File: src/rtl/awpid_pkg.sv
package awpid_pkg;

  // Field and state widths
  localparam int unsigned ANGLE_W = 24;
  localparam int unsigned GAIN_W  = 16;
  localparam int unsigned ERR_W   = 17;
  localparam int unsigned SUM_W   = 40;
  localparam int unsigned ACC_W   = 48;
  localparam int unsigned DRIVE_W = 32;
  localparam int unsigned FRAC_W  = 16;
  localparam int unsigned CFG_W   = 16;

  // Operand and product widths of the gain multipliers
  localparam int unsigned OP_P_W  = ERR_W + 1;           // e - e1
  localparam int unsigned OP_D_W  = ERR_W + 2;           // e - 2*e1 + e2
  localparam int unsigned I_SPLIT = 20;                  // low slice of the integral operand
  localparam int unsigned I_HI_W  = SUM_W - I_SPLIT;
  localparam int unsigned PP_W    = GAIN_W + OP_P_W;
  localparam int unsigned PD_W    = GAIN_W + OP_D_W;
  localparam int unsigned PIL_W   = GAIN_W + I_SPLIT + 1;
  localparam int unsigned PIH_W   = GAIN_W + I_HI_W;
  localparam int unsigned TOTAL_W = 58;                  // positional sum peaks near 2^54

  // Angle wrap: one turn is 360 * 256 = 45 * 2^11
  localparam int unsigned DIFF_W    = 26;
  localparam int unsigned TURN_LO_W = 11;
  localparam int unsigned TURN_HI_W = DIFF_W - TURN_LO_W;
  localparam int unsigned REM_HI_W  = 6;
  localparam int unsigned QUOT_W    = 9;
  localparam int unsigned RECIP_W   = 16;
  localparam int unsigned RECIP_SHIFT = 21;

  localparam logic [ERR_W-1:0]     TURN_Q8      = 17'd92160;
  localparam logic [ERR_W-1:0]     HALF_TURN_Q8 = 17'd46080;
  localparam logic [TURN_HI_W-1:0] TURN_HI      = 15'd45;
  // 183 turns: keeps the offset difference positive; odd, so it flips quotient parity
  localparam logic [DIFF_W-1:0]    DIFF_OFFSET  = 26'd16865280;
  // ceil(2^21 / 45): exact floor quotient for every 15-bit dividend
  localparam logic [RECIP_W-1:0]   RECIP        = 16'd46604;

  localparam logic signed [ERR_W-1:0] ERR_MAX = 17'sd46080;
  localparam logic signed [ERR_W-1:0] ERR_MIN = -17'sd46080;

  localparam logic signed [SUM_W-1:0] SUM_MAX = {1'b0, {(SUM_W-1){1'b1}}};
  localparam logic signed [SUM_W-1:0] SUM_MIN = {1'b1, {(SUM_W-1){1'b0}}};
  localparam logic signed [ACC_W-1:0] ACC_MAX = {1'b0, {(ACC_W-1){1'b1}}};
  localparam logic signed [ACC_W-1:0] ACC_MIN = {1'b1, {(ACC_W-1){1'b0}}};

  // Configuration register indexes
  typedef enum logic [1:0] {
    CFG_MODE   = 2'd0,
    CFG_GAIN_P = 2'd1,
    CFG_GAIN_I = 2'd2,
    CFG_GAIN_D = 2'd3
  } cfg_index_t;

  // Pipeline control handed to the wrap stages
  typedef struct packed {
    logic advance;   // whole pipeline moves this cycle
    logic load;      // an input beat enters stage one
  } pipe_ctl_t;

endpackage

File: src/rtl/awpid_wrap.sv
// Three-stage angle error wrap: offset difference, quotient by one turn,
// remainder folded into [-180, 180] degrees with ties to the even quotient.
module awpid_wrap (
  input  logic                                  clk,
  input  logic                                  rst,
  input  awpid_pkg::pipe_ctl_t                  ctl,
  input  logic signed [awpid_pkg::ANGLE_W-1:0]  target_angle,
  input  logic signed [awpid_pkg::ANGLE_W-1:0]  measured_angle,
  output logic                                  err_valid,
  output logic signed [awpid_pkg::ERR_W-1:0]    err
);

  logic                                 s1_valid;
  logic [awpid_pkg::DIFF_W-1:0]         s1_diff;
  logic [awpid_pkg::DIFF_W-1:0]         diff_next;
  logic                                 s2_valid;
  logic [awpid_pkg::DIFF_W-1:0]         s2_diff;
  logic [awpid_pkg::QUOT_W-1:0]         s2_quot;
  logic [awpid_pkg::TURN_HI_W-1:0]      s1_hi;
  logic [awpid_pkg::TURN_HI_W+awpid_pkg::RECIP_W-1:0] quot_prod;
  logic [awpid_pkg::TURN_HI_W-1:0]      quot_turns;
  logic [awpid_pkg::TURN_HI_W-1:0]      rem_hi_wide;
  logic [awpid_pkg::ERR_W-1:0]          rem;
  logic                                 quot_even;
  logic [awpid_pkg::ERR_W-1:0]          err_next;

  // Offset difference, always positive
  assign diff_next = awpid_pkg::DIFF_W'(target_angle) - awpid_pkg::DIFF_W'(measured_angle)
                   + awpid_pkg::DIFF_OFFSET;

  // Quotient of the upper bits by 45 through the reciprocal
  assign s1_hi     = s1_diff[awpid_pkg::DIFF_W-1:awpid_pkg::TURN_LO_W];
  assign quot_prod = (awpid_pkg::TURN_HI_W + awpid_pkg::RECIP_W)'(s1_hi)
                   * (awpid_pkg::TURN_HI_W + awpid_pkg::RECIP_W)'(awpid_pkg::RECIP);

  // Remainder by one turn, then fold to the nearest multiple
  assign quot_turns  = awpid_pkg::TURN_HI_W'(s2_quot) * awpid_pkg::TURN_HI;
  assign rem_hi_wide = s2_diff[awpid_pkg::DIFF_W-1:awpid_pkg::TURN_LO_W] - quot_turns;
  assign rem         = {rem_hi_wide[awpid_pkg::REM_HI_W-1:0],
                        s2_diff[awpid_pkg::TURN_LO_W-1:0]};
  // the offset adds an odd count of turns, so an odd stored quotient is even
  assign quot_even   = s2_quot[0];

  always_comb begin
    if (rem > awpid_pkg::HALF_TURN_Q8) begin
      err_next = rem - awpid_pkg::TURN_Q8;
    end else if (rem < awpid_pkg::HALF_TURN_Q8) begin
      err_next = rem;
    end else if (quot_even) begin
      err_next = rem;
    end else begin
      err_next = rem - awpid_pkg::TURN_Q8;
    end
  end

  // Valid bits
  always_ff @(posedge clk) begin
    if (rst) begin
      s1_valid  <= 1'b0;
      s2_valid  <= 1'b0;
      err_valid <= 1'b0;
    end else if (ctl.advance) begin
      s1_valid  <= ctl.load;
      s2_valid  <= s1_valid;
      err_valid <= s2_valid;
    end
  end

  // Payload stages
  always_ff @(posedge clk) begin
    if (ctl.advance) begin
      s1_diff <= diff_next;
      s2_diff <= s1_diff;
      s2_quot <= quot_prod[awpid_pkg::RECIP_SHIFT +: awpid_pkg::QUOT_W];
      err     <= signed'(err_next);
    end
  end

  // Wrapped error stays within half a turn
  a_err_range: assert property (@(posedge clk) disable iff (rst)
    err_valid |-> (err <= awpid_pkg::ERR_MAX && err >= awpid_pkg::ERR_MIN))
    else $error("wrapped error outside half a turn");

endmodule
File: config.mk
export PLATFORM = sky130hd
export DESIGN_NAME = awpid_wrap
export DESIGN_NICKNAME = d
export VERILOG_FILES = /design/src/rtl/awpid_pkg.sv /design/src/rtl/awpid_wrap.sv
export SDC_FILE = /design/constraint.sdc
export NUM_CORES = 1
export LEC_CHECK = 0
export BUFFER_PORTS_ARGS = -buffer_cell sky130_fd_sc_hd__buf_2
export CAP_MARGIN = 20
export CELL_PAD_IN_SITES_DETAIL_PLACEMENT = 2
export CELL_PAD_IN_SITES_GLOBAL_PLACEMENT = 2
export CORE_AREA = 2 2 104 206
export DETAILED_ROUTE_END_ITERATION = 8
export DIE_AREA = 0 0 106 208
export MAX_ROUTING_LAYER = met4
export PLACE_DENSITY = 0.74
export SLEW_MARGIN = 25
export SYNTH_ARGS = -nofsm -noshare
export SYNTH_HDL_FRONTEND = slang
export SYNTH_SLANG_ARGS = --single-unit
File: constraint.sdc
create_clock -name clk -period 4.8 [get_ports clk]
set_input_delay 0.72 -clock clk [delete_from_list [all_inputs] [get_ports clk]]
set_output_delay 0.72 -clock clk [all_outputs]
set_load 0.01 [all_outputs]
---- Yosys cells after proc, flatten, opt, wreduce, memory -nomap -nowiden ----
Index checks and enable logic that the tools add are counted.
cells by class
  $add $sub $neg .......................... 4
  multiply operators ...................... 2
  magnitude comparators ................... 2
  mux-type cells .......................... 3
operators with widths
  cell                                                                     count
  17-bit 2-to-1 mux                                                        3
  15-bit by 14-bit multiplier with 28-bit output (second input constant)   1
  26-bit by 25-bit adder with 26-bit output (second input constant)        1
  24-bit by 24-bit subtractor with 25-bit output                           1
  17-bit by 16-bit > comparator with 1-bit output (second input constant)  1
  17-bit by 16-bit < comparator with 1-bit output (second input constant)  1
  17-bit subtractor (second input constant)                                1
  9-bit by 6-bit multiplier with 6-bit output (second input constant)      1
  6-bit subtractor                                                         1
storage, ports and cells
  bits in registers ....................... 72
  input port bits ......................... 52
  output and inout port bits .............. 18
  word-level logic and storage cells ...... 18

---- Longest topological paths before layout ----
Gate-level depths: netlist (run 1).
  depth after elaboration ................. 6
  mapped depth ............................ 19
  gate-level depth less buffers ........... 19

---- Worst setup path before layout (run 1) ----
Ideal clock, no wire load.
  kind .................................... register to register
  start point ............................. register s1_diff[14] in the netlist's numbering
  end point ............................... register s2_quot[4] in the netlist's numbering (data pin)
  setup time .............................. 266 ps
  arrival ................................. 4,816 ps
  required time ........................... 4,534 ps
  path slack .............................. -282 ps
  cell stages (with the launch flop) ...... 19
  path buffers ............................ 0
  period minus slack after synthesis ...... 5,082 ps
  path through ............................ edfxtp_1 ha_1 xor2_1 ha_1 fa_1 fa_1 fa_1 inv_1 fa_1 inv_1 ha_1 nand4_1 nor2_1 o2111ai_1 o2111a_1 nor3b_1 o31ai_1 a21boi_0 xor2_1
on the way
  word-level cells in the longest chain between the ends .. 1
RTL lines
  item                                            RTL line          source
  start, declared                                 awpid_wrap.sv:14  logic [awpid_pkg::DIFF_W-1:0] s1_diff;
  start signal, assigned                          awpid_wrap.sv:72  s1_diff <= diff_next;
  15-bit by 14-bit multiplier with 28-bit output  awpid_wrap.sv:34  * (awpid_pkg::TURN_HI_W + awpid_pkg::RECIP_W)'(awpid_pkg::RECIP);
  via quot_prod (one bit)                         awpid_wrap.sv:20  logic [awpid_pkg::TURN_HI_W+awpid_pkg::RECIP_W-1:0] quot_prod;
  end signal, assigned                            awpid_wrap.sv:74  s2_quot <= quot_prod[awpid_pkg::RECIP_SHIFT +: awpid_pkg::QUOT_W];
  end, declared                                   awpid_wrap.sv:18  logic [awpid_pkg::QUOT_W-1:0] s2_quot;
The timed path passes the listed nets, and every way through them passes these cells.
A chain may end at the register's enable or synchronous reset.

---- Final worst setup path (run 1) ----
  start point ............................. register s1_diff[13] in the netlist's numbering
  end point ............................... register s2_quot[3] in the netlist's numbering (data pin)
The elaborated chain is that of the path after synthesis.

==> flow_summary.toml, run 1 <==
[outcome]
status = "complete, but fails checks"
violations = "negative setup slack"

[logic_synthesis]
synth_flop_cell = "edfxtp_1"
avgSynthCellArea_sq_um = 10.5
synthDistinctLibCells = 73
ys_seq_area_share_pct = 28.1
yosys_warnings = 0
syn_nets = 921
netlist_area_sq_um = 7260
async_reset_ff_share_pct = 0
synth-seq-cells = 69
synthesis.instances = 693
synth_edf_count = 66

[place]
port_buffers = 69
routabilityCongestion = 0.895
hpwl_um = 17100

[die]
core_area_sq_um = 20500
die-width_um = 106
core.rowCount = 74
initial_core_util_pct = 35.5
die_height_um = 208
io_pins = 70
dieArea_sq_um = 22000

[setup_path]
critical_path_class = "flip-flop to flip-flop"
rrSetupSlack_ns = -0.44
start_kind = "flip-flop"
cp_max_fo = 4
critPathSlowestCell = "fa_1"
critical_path.cell_chain = "ha_2 > xor2_2 > ha_1 > fa_1 > fa_1 > fa_1 > inv_2 > fa_1 > inv_2 > ha_4 > nand4_1 > nor2_2 > o2111ai_1 > o2111a_1 > nor3b_2 > o31ai_2 > nor2b_2 > xnor2_1"
cpMostUsedCell = "fa_1"
cp.arrival_ns = 5.33
required_ns = 4.89
cp-end-kind = "flip-flop"
max_stage_delay_ns = 0.55

[finish]
layout_common_cells = "133 x inv_1, 118 x ha_1, 69 x buf_2, 66 x edfxtp_1, 48 x fa_1"
layout-drive-gt1-share_pct = 20.3
diodes = 0
area_growth_pct = 18.4
nets = 1023
final_common_cell = "inv_1"

[clocking]
root_buffer = "clkbuf_16"
numCtsBuffers = 9
clk_pin_slew_ns = 0.06
clk_latency_ns = 0.35
cts_hold_buf = 0
cts_buffer_depth = 2
cts_tree = "done"
cts_max_level = 3
cts_sinks = 69

[grt]
grt_pass1_wl_um = 33900
grt_pass1_vias = 6555
grtUsageTotal_pct = 20.7
grt_max_degree = 38
overflow = 0
antenna_found_initial = 0

[detailed_routing]
drt_wl_total_um = 20800
drt_iter0_drc = 68
wire_per_inst_um = 19.5
firstDrtPassIters = 4
vias = 5484
ant_nets = 0
drc = 0
vias_per_cell = 5.14

[job]
maxCapViolCount = 0

[sta]
fin_crit_ns = 5.24
tns_ns = -2.09
final_max_slew_viol_count = 0
setup_violations = 6
hold_viol_final = 0
worst_slew_pin_slew_ns = 0.935
fin_crit_sh_pct = 109
postLayoutSetupSlackWorst_ns = -0.438
slew_headroom_pct = 37.7
clock_skew_ns = 0.00768
fmax_ghz = 0.191
grt_setup_unrepaired = "true"

[hold_path]
hold_class = "flip-flop to flip-flop"
critical path, delay by kind of cell, from the launching register on:
kind	cells	cell delay (ns)
AO/OA/AOI/OAI	3	0.51
XOR/XNOR	2	0.32
adder cells (fa/ha/maj)	7	2.90
buffers and inverters	2	0.11
flip-flops	1	0.48
AND/OR/NAND/NOR	4	0.66
metal layers:
layer,track usage (%),up-vias,share of wire [%]
met3,1.94,43,1.4
met4,10.2,0,4.4
met5,-,-,0
met1,16.9,2777,31
li1,-,2590,-
met2,43.4,74,64
flip-flops by register name (all words and copies together) (netlist names):
signal     flops
err           17
err_valid      1
s2_quot        6
s2_valid       1
s1_valid       1
s1_diff       26
s2_diff       17
kinds of logic after synthesis:
group                    synth area share (%)
adder cells (fa/ha/maj)                  35.3
multiplexers                            0.707
XOR/XNOR                                 6.74
AO/OA/AOI/OAI                            12.2
flip-flops                               28.1
AND/OR/NAND/NOR                          9.39
buffers and inverters                    7.50
stage by stage:
stage | utilization [%] | hold WS [ns] | area (sq um) | instances | setup slack [ns]
after floorplan | - | 0.400 | 7300 | 693 | 0.00435
after global placement | 39.6 | 0.402 | 8100 | 1044 | -0.150
after detailed placement | 39.6 | 0.409 | 8100 | 1044 | -0.377
after CTS | 41.8 | 0.423 | 8560 | 1063 | -0.385
after global routing | 42.0 | 0.427 | 8600 | 1066 | -0.630
final | 42.0 | 0.421 | 8600 | 1066 | -0.438
cells in the mapped netlist (5+ instances only):
master / instances / area share [%]
ha_1: 128 / 22
o21a_1: 5 / 0.52
nand2_1: 23 / 1.2
nand2b_1: 7 / 0.60
nor2_1: 37 / 1.9
xnor2_1: 37 / 4.5
a21oi_1: 35 / 2.4
nand3_1: 12 / 0.83
nand4_1: 6 / 0.52
edfxtp_1: 66 / 27
o21ai_0: 20 / 1.4
nor4_1: 5 / 0.43
inv_1: 135 / 7.0
a21o_1: 12 / 1.2
nor3_1: 5 / 0.34
fa_1: 48 / 13
xor2_1: 17 / 2.1
worst paths after layout:
path                    start    endpoint  cells after the start
setup / recovery  s1_diff[13]  s2_quot[3]                     18
setup reg to reg  s1_diff[13]  s2_quot[3]                     18
hold reg to reg    s1_diff[8]  s2_diff[8]                      0
hold / removal     s1_diff[8]  s2_diff[8]                      0
final cells by class:
class | count | area [sq um]
well taps | 266 | 333
inverters | 135 | 507
fillers | 2198 | 11900
clock buffers | 10 | 229
clock inverters | 6 | 95.1
multi-input cells | 484 | 4840
repair buffers | 96 | 552
flip-flops and latches | 69 | 2040
repair_timing:
| action | 4_1_cts | 5_1_grt |
|---|---|---|
| pin swaps | 14 | 5 |
| setup buffers | 3 | 3 |
| gates resized for setup | 16 | 3 |
| setup endpoints to repair | 6 | 6 |
| cloned | 0 | 0 |
Power of run 1 is not shown: default switching activity piles up to over one toggle a cycle in this logic, so the estimate is an artifact.
==> run 2, diff against run 1 <==
Settings changed: CORE_AREA 2 2 104 206 to 2 2 162 133, DIE_AREA 0 0 106 208 to 0 0 164 135, PLACE_DENSITY 0.74 to 0.82.
==> flow_summary.toml, run 2 (synthesized netlist as in run 1, its figures left out) <==
[place]
dp_slack_ns = -0.628
hpwl_um = 18400
port_buffers = 69
routabilityCongestion = 0.815
post-place-cells = 1048

[finish]
multiInputGateArea_sq_um = 4890
reg_top3 = "s1_diff x26, err x17, s2_diff x17"
ff_latch_area_sq_um = 2040
layout-drive-gt1-share_pct = 20.7
regMostFlops = "s1_diff"
fillers = 2166
nets = 1024
fin_cells = 1070
diodes = 0
layout_common_cells = "133 x inv_1, 118 x ha_1, 69 x buf_2, 66 x edfxtp_1, 47 x fa_1"
largest_reg_flops = 26
area_growth_pct = 19.2
final_common_cell = "inv_1"

[hold_path]
min_to = "s2_diff[5]"
hold_class = "flip-flop to flip-flop"
hp-start = "s1_diff[5]"
worstHoldPathCells = 0

[setup_path]
critical_path_class = "flip-flop to flip-flop"
cp.arrival_ns = 5.47
cp-end-kind = "flip-flop"
r2r_end = "s2_quot[2]"
required_ns = 4.89
cp_max_fo = 4
rrSetupSlack_ns = -0.59
start_kind = "flip-flop"
reg2regPathDepth = 18
r2r-start = "s1_diff[13]"

[grt]
grt_max_degree = 38
grt_pass1_vias = 6556
overflow = 0
antenna_found_initial = 0
grtUsageTotal_pct = 24.3
grt_pass1_wl_um = 39000

[clocking]
clk_pin_slew_ns = 0.07
cts_max_level = 3
numCtsBuffers = 9
cts_buffer_depth = 2
cts_sinks = 69
cts_tree = "done"
root_buffer = "clkbuf_16"
clk_latency_ns = 0.36

[die]
die_height_um = 135
io_pins = 70
dieArea_sq_um = 22100
core_area_sq_um = 20400
die-width_um = 164
initial_core_util_pct = 35.6
core.rowCount = 47

[sta]
hold_ws_ns = 0.422
fmax_ghz = 0.186
final_max_slew_viol_count = 0
fin_crit_ns = 5.39
grt_setup_unrepaired = "true"
slew_headroom_pct = 42.3
clock_skew_ns = 0.00982
postLayoutSetupSlackWorst_ns = -0.589
fin_crit_sh_pct = 112
hold_viol_final = 0
setup_violations = 6
worst_slew_pin_slew_ns = 0.866

[detailed_routing]
ant_nets = 0
firstDrtPassIters = 4
vias_per_cell = 5.22
vias = 5583
drt_wl_total_um = 24800
drt_iter0_drc = 231
drc = 0
wire_per_inst_um = 23.2

[outcome]
status = "complete, but fails checks"
violations = "negative setup slack"

[job]
maxCapViolCount = 0
run 2: changes by cell type in the layout (fill, tap and decap cells not counted), sizes merged:
| cell | change |
|---|---|
| buf | +1 |
| clkbuf | +1 |
| clkinv | +2 |
| clkinvlp | -1 |
| inv | -2 |
run 2: routing by layer:
metal	part of all wire [%]	track usage [%]
met1	40	26.5
met2	53	44.6
met3	2.7	3.32
met4	4.5	9.94
met5	0	-
run 2: repair_timing:
item | in CTS | in global routing
resized for setup | 16 | 12
setup endpoints to repair | 6 | 6
setup buffers | 5 | 1
hold buffers | 0 | 0
pin swaps | 12 | 7
run 2: critical path, cell delays in order (launching register included):
cell and delay, ns:
edfxtp_1 0.53, ha_4 0.24, xor2_2 0.17, ha_1 0.33, fa_1 0.52, fa_1 0.45
fa_1 0.53, inv_2 0.05, fa_1 0.55, inv_2 0.08, ha_4 0.28, nand4_1 0.12
nor2_2 0.17, o2111ai_2 0.11, o2111a_2 0.30, nor3b_4 0.26, or2_4 0.18, a21oi_2 0.08
xnor2_1 0.16
run 2: final cells by class:
cell class | instances | share of cell area [%]
multi-input cells | 484 | 56.6
flip-flops and latches | 69 | 23.6
repair buffers | 97 | 6.42
inverters | 135 | 5.86
well taps | 269 | 3.89
clock buffers | 11 | 2.69
clock inverters | 5 | 0.983
run 2: worst max path at each step:
stage	to	startpoint	slack [ns]
5_1_grt	s2_quot[2]	s1_diff[13]	-0.68
6_report	s2_quot[2]	s1_diff[13]	-0.59
3_3_place_gp	s2_quot[4]	s1_diff[13]	-0.14
3_5_place_dp	s2_quot[2]	s1_diff[11]	-0.63
2_1_floorplan	s2_quot[3]	s1_diff[14]	0.004
4_1_cts	s2_quot[2]	s1_diff[13]	-0.52
run 2: metrics by stage:
stage          cell area, sq um  TNS [ns]  util [%]
2_1_floorplan              7300         0         -
3_3_place_gp               8110    -0.476      39.8
3_5_place_dp               8110     -3.08      39.8
4_1_cts                    8570     -2.72      42.0
5_1_grt                    8650     -3.46      42.4
6_report                   8650     -2.89      42.4
Power of run 2 is left out for the same reason.
==> run 3, diff against run 2 <==
Settings changed: CTS_BUF_LIST from default to sky130_fd_sc_hd__clkbuf_8 sky130_fd_sc_hd__clkbuf_16, CTS_CLUSTER_SIZE from default to 8, PLACE_DENSITY 0.82 to 0.88.
==> flow_summary.toml, run 3 (synthesized netlist as in run 1, its figures left out) <==
[setup_path]
cp_max_fo = 4
startpoint = "s1_diff[13]"
critPathSlowestCell = "fa_1"
critical_path.cell_chain = "buf_6 > ha_4 > xor2_1 > ha_1 > fa_1 > fa_1 > fa_1 > inv_2 > fa_1 > inv_2 > ha_4 > nand4_1 > nor2_2 > o2111ai_2 > o2111a_1 > nor3b_2 > buf_4 > or2_4 > a21oi_2 > xnor2_1"
start_kind = "flip-flop"
max_stage_delay_ns = 0.53
cp-end-kind = "flip-flop"
cpMostUsedCell = "fa_1"
cp.arrival_ns = 5.46
critical_path_class = "flip-flop to flip-flop"
r2r-start = "s1_diff[13]"
required_ns = 4.91

[clocking]
cts_max_level = 3
cts_buffer_depth = 2
cts_hold_buf = 0
numCtsBuffers = 9
cts_tree = "done"
clk_latency_ns = 0.36
clk_pin_slew_ns = 0.07
cts_sinks = 69
root_buffer = "clkbuf_16"

[sta]
slew_headroom_pct = 51.6
postLayoutSetupSlackWorst_ns = -0.550
hold_viol_final = 0
fin_crit_sh_pct = 111
fmax_ghz = 0.187
grt_setup_unrepaired = "true"
setup_violations = 6
clock_skew_ns = 0.0102
fin_crit_ns = 5.35
final_max_slew_viol_count = 0
worst_slew_pin_slew_ns = 0.726

[detailed_routing]
drt_iter0_drc = 254
drt_wl_total_um = 24300
ant_nets = 0
drc = 0
vias = 5684
wire_per_inst_um = 22.6
firstDrtPassIters = 4
vias_per_cell = 5.29

[place]
routabilityCongestion = 0.873
port_buffers = 69
hpwl_um = 19300

[finish]
area_growth_pct = 17.9
final_core_util_pct = 42.0
final_common_cell = "inv_1"
reg_top3 = "s1_diff x26, err x17, s2_diff x17"
layout_common_cells = "133 x inv_1, 121 x ha_1, 68 x buf_2, 66 x edfxtp_1, 48 x fa_1"
nets = 1028
layout-drive-gt1-share_pct = 20.5
diodes = 0
regMostFlops = "s1_diff"
largest_reg_flops = 26

[grt]
grt_pass1_wl_um = 37400
overflow = 0
grtUsageTotal_pct = 23.7
grt_max_degree = 51
antenna_found_initial = 0
grt_pass1_vias = 6566

[hold_path]
hp-start = "s1_diff[10]"
hold_class = "flip-flop to flip-flop"

[die]
die-width_um = 164
die_height_um = 135
io_pins = 70
core_area_sq_um = 20400
initial_core_util_pct = 35.6
core.rowCount = 47
dieArea_sq_um = 22100

[outcome]
status = "complete, but fails checks"
violations = "negative setup slack"

[job]
maxCapViolCount = 0
## run 3: cell types whose count changed in the layout (fill, tap and decap cells not counted), sizes merged
cell,previous run,this run
clkbuf,11,9
bufinv,2,0
inv,135,139
clkinv,2,1
buf,97,101
clkinvlp,1,2
## run 3: metrics by stage
stage / instance area, sq um / TNS [ns] / hold WS [ns] / cells / worst slack [ns]
2_1_floorplan: 7300 / 0 / 0.400 / 693 / 0.00435
3_3_place_gp: 8120 / -0.437 / 0.401 / 1049 / -0.127
3_5_place_dp: 8120 / -2.53 / 0.409 / 1049 / -0.556
4_1_cts: 8530 / -2.28 / 0.423 / 1070 / -0.460
5_1_grt: 8560 / -3.61 / 0.429 / 1074 / -0.697
6_report: 8560 / -2.78 / 0.431 / 1074 / -0.550
## run 3: path summary, 6_finish.rpt
path	endpoint	slack, ns	depth (start not counted)
setup / recovery	s2_quot[2]	-0.55	20
hold / removal	s2_diff[10]	0.43	0
setup reg to reg	s2_quot[2]	-0.55	20
hold reg to reg	s2_diff[10]	0.43	0
## run 3: critical path, delay by kind of cell, from the launching register on
family / cells / cell delay, ns
AOI/OAI and AO/OA: 3 / 0.49
xor gates and xnor gates: 2 / 0.29
adders and majority gates: 7 / 2.74
buffers and inverters: 4 / 0.41
DFF: 1 / 0.51
and+or+nand+nor: 4 / 0.66
## run 3: metal layers
metal / vias to the layer above / track usage, % / wire length [um]
met1: 2867 / 25.1 / 9480
met2: 149 / 42.7 / 12800
li1: 2610 / - / -
met3: 58 / 4.02 / 985
met5: - / - / 0
met4: 0 / 11.8 / 1010
## run 3: area by class of cell
| type | instances | area (sq um) |
|---|---|---|
| clock buffer | 9 | 225 |
| clock inverter | 7 | 55.1 |
| fill | 2174 | 11800 |
| inverter | 135 | 507 |
| multi-input combinational | 484 | 4800 |
| sequential | 69 | 2040 |
| tap | 269 | 337 |
| timing repair buffer | 101 | 592 |
## run 3: repair_timing
action / in CTS / in global routing
pin swaps: 10 / 8
endpoints found under the setup margin: 6 / 6
gates resized for setup: 15 / 2
buffers inserted: 5 / 4
Power of run 3 is left out for the same reason.
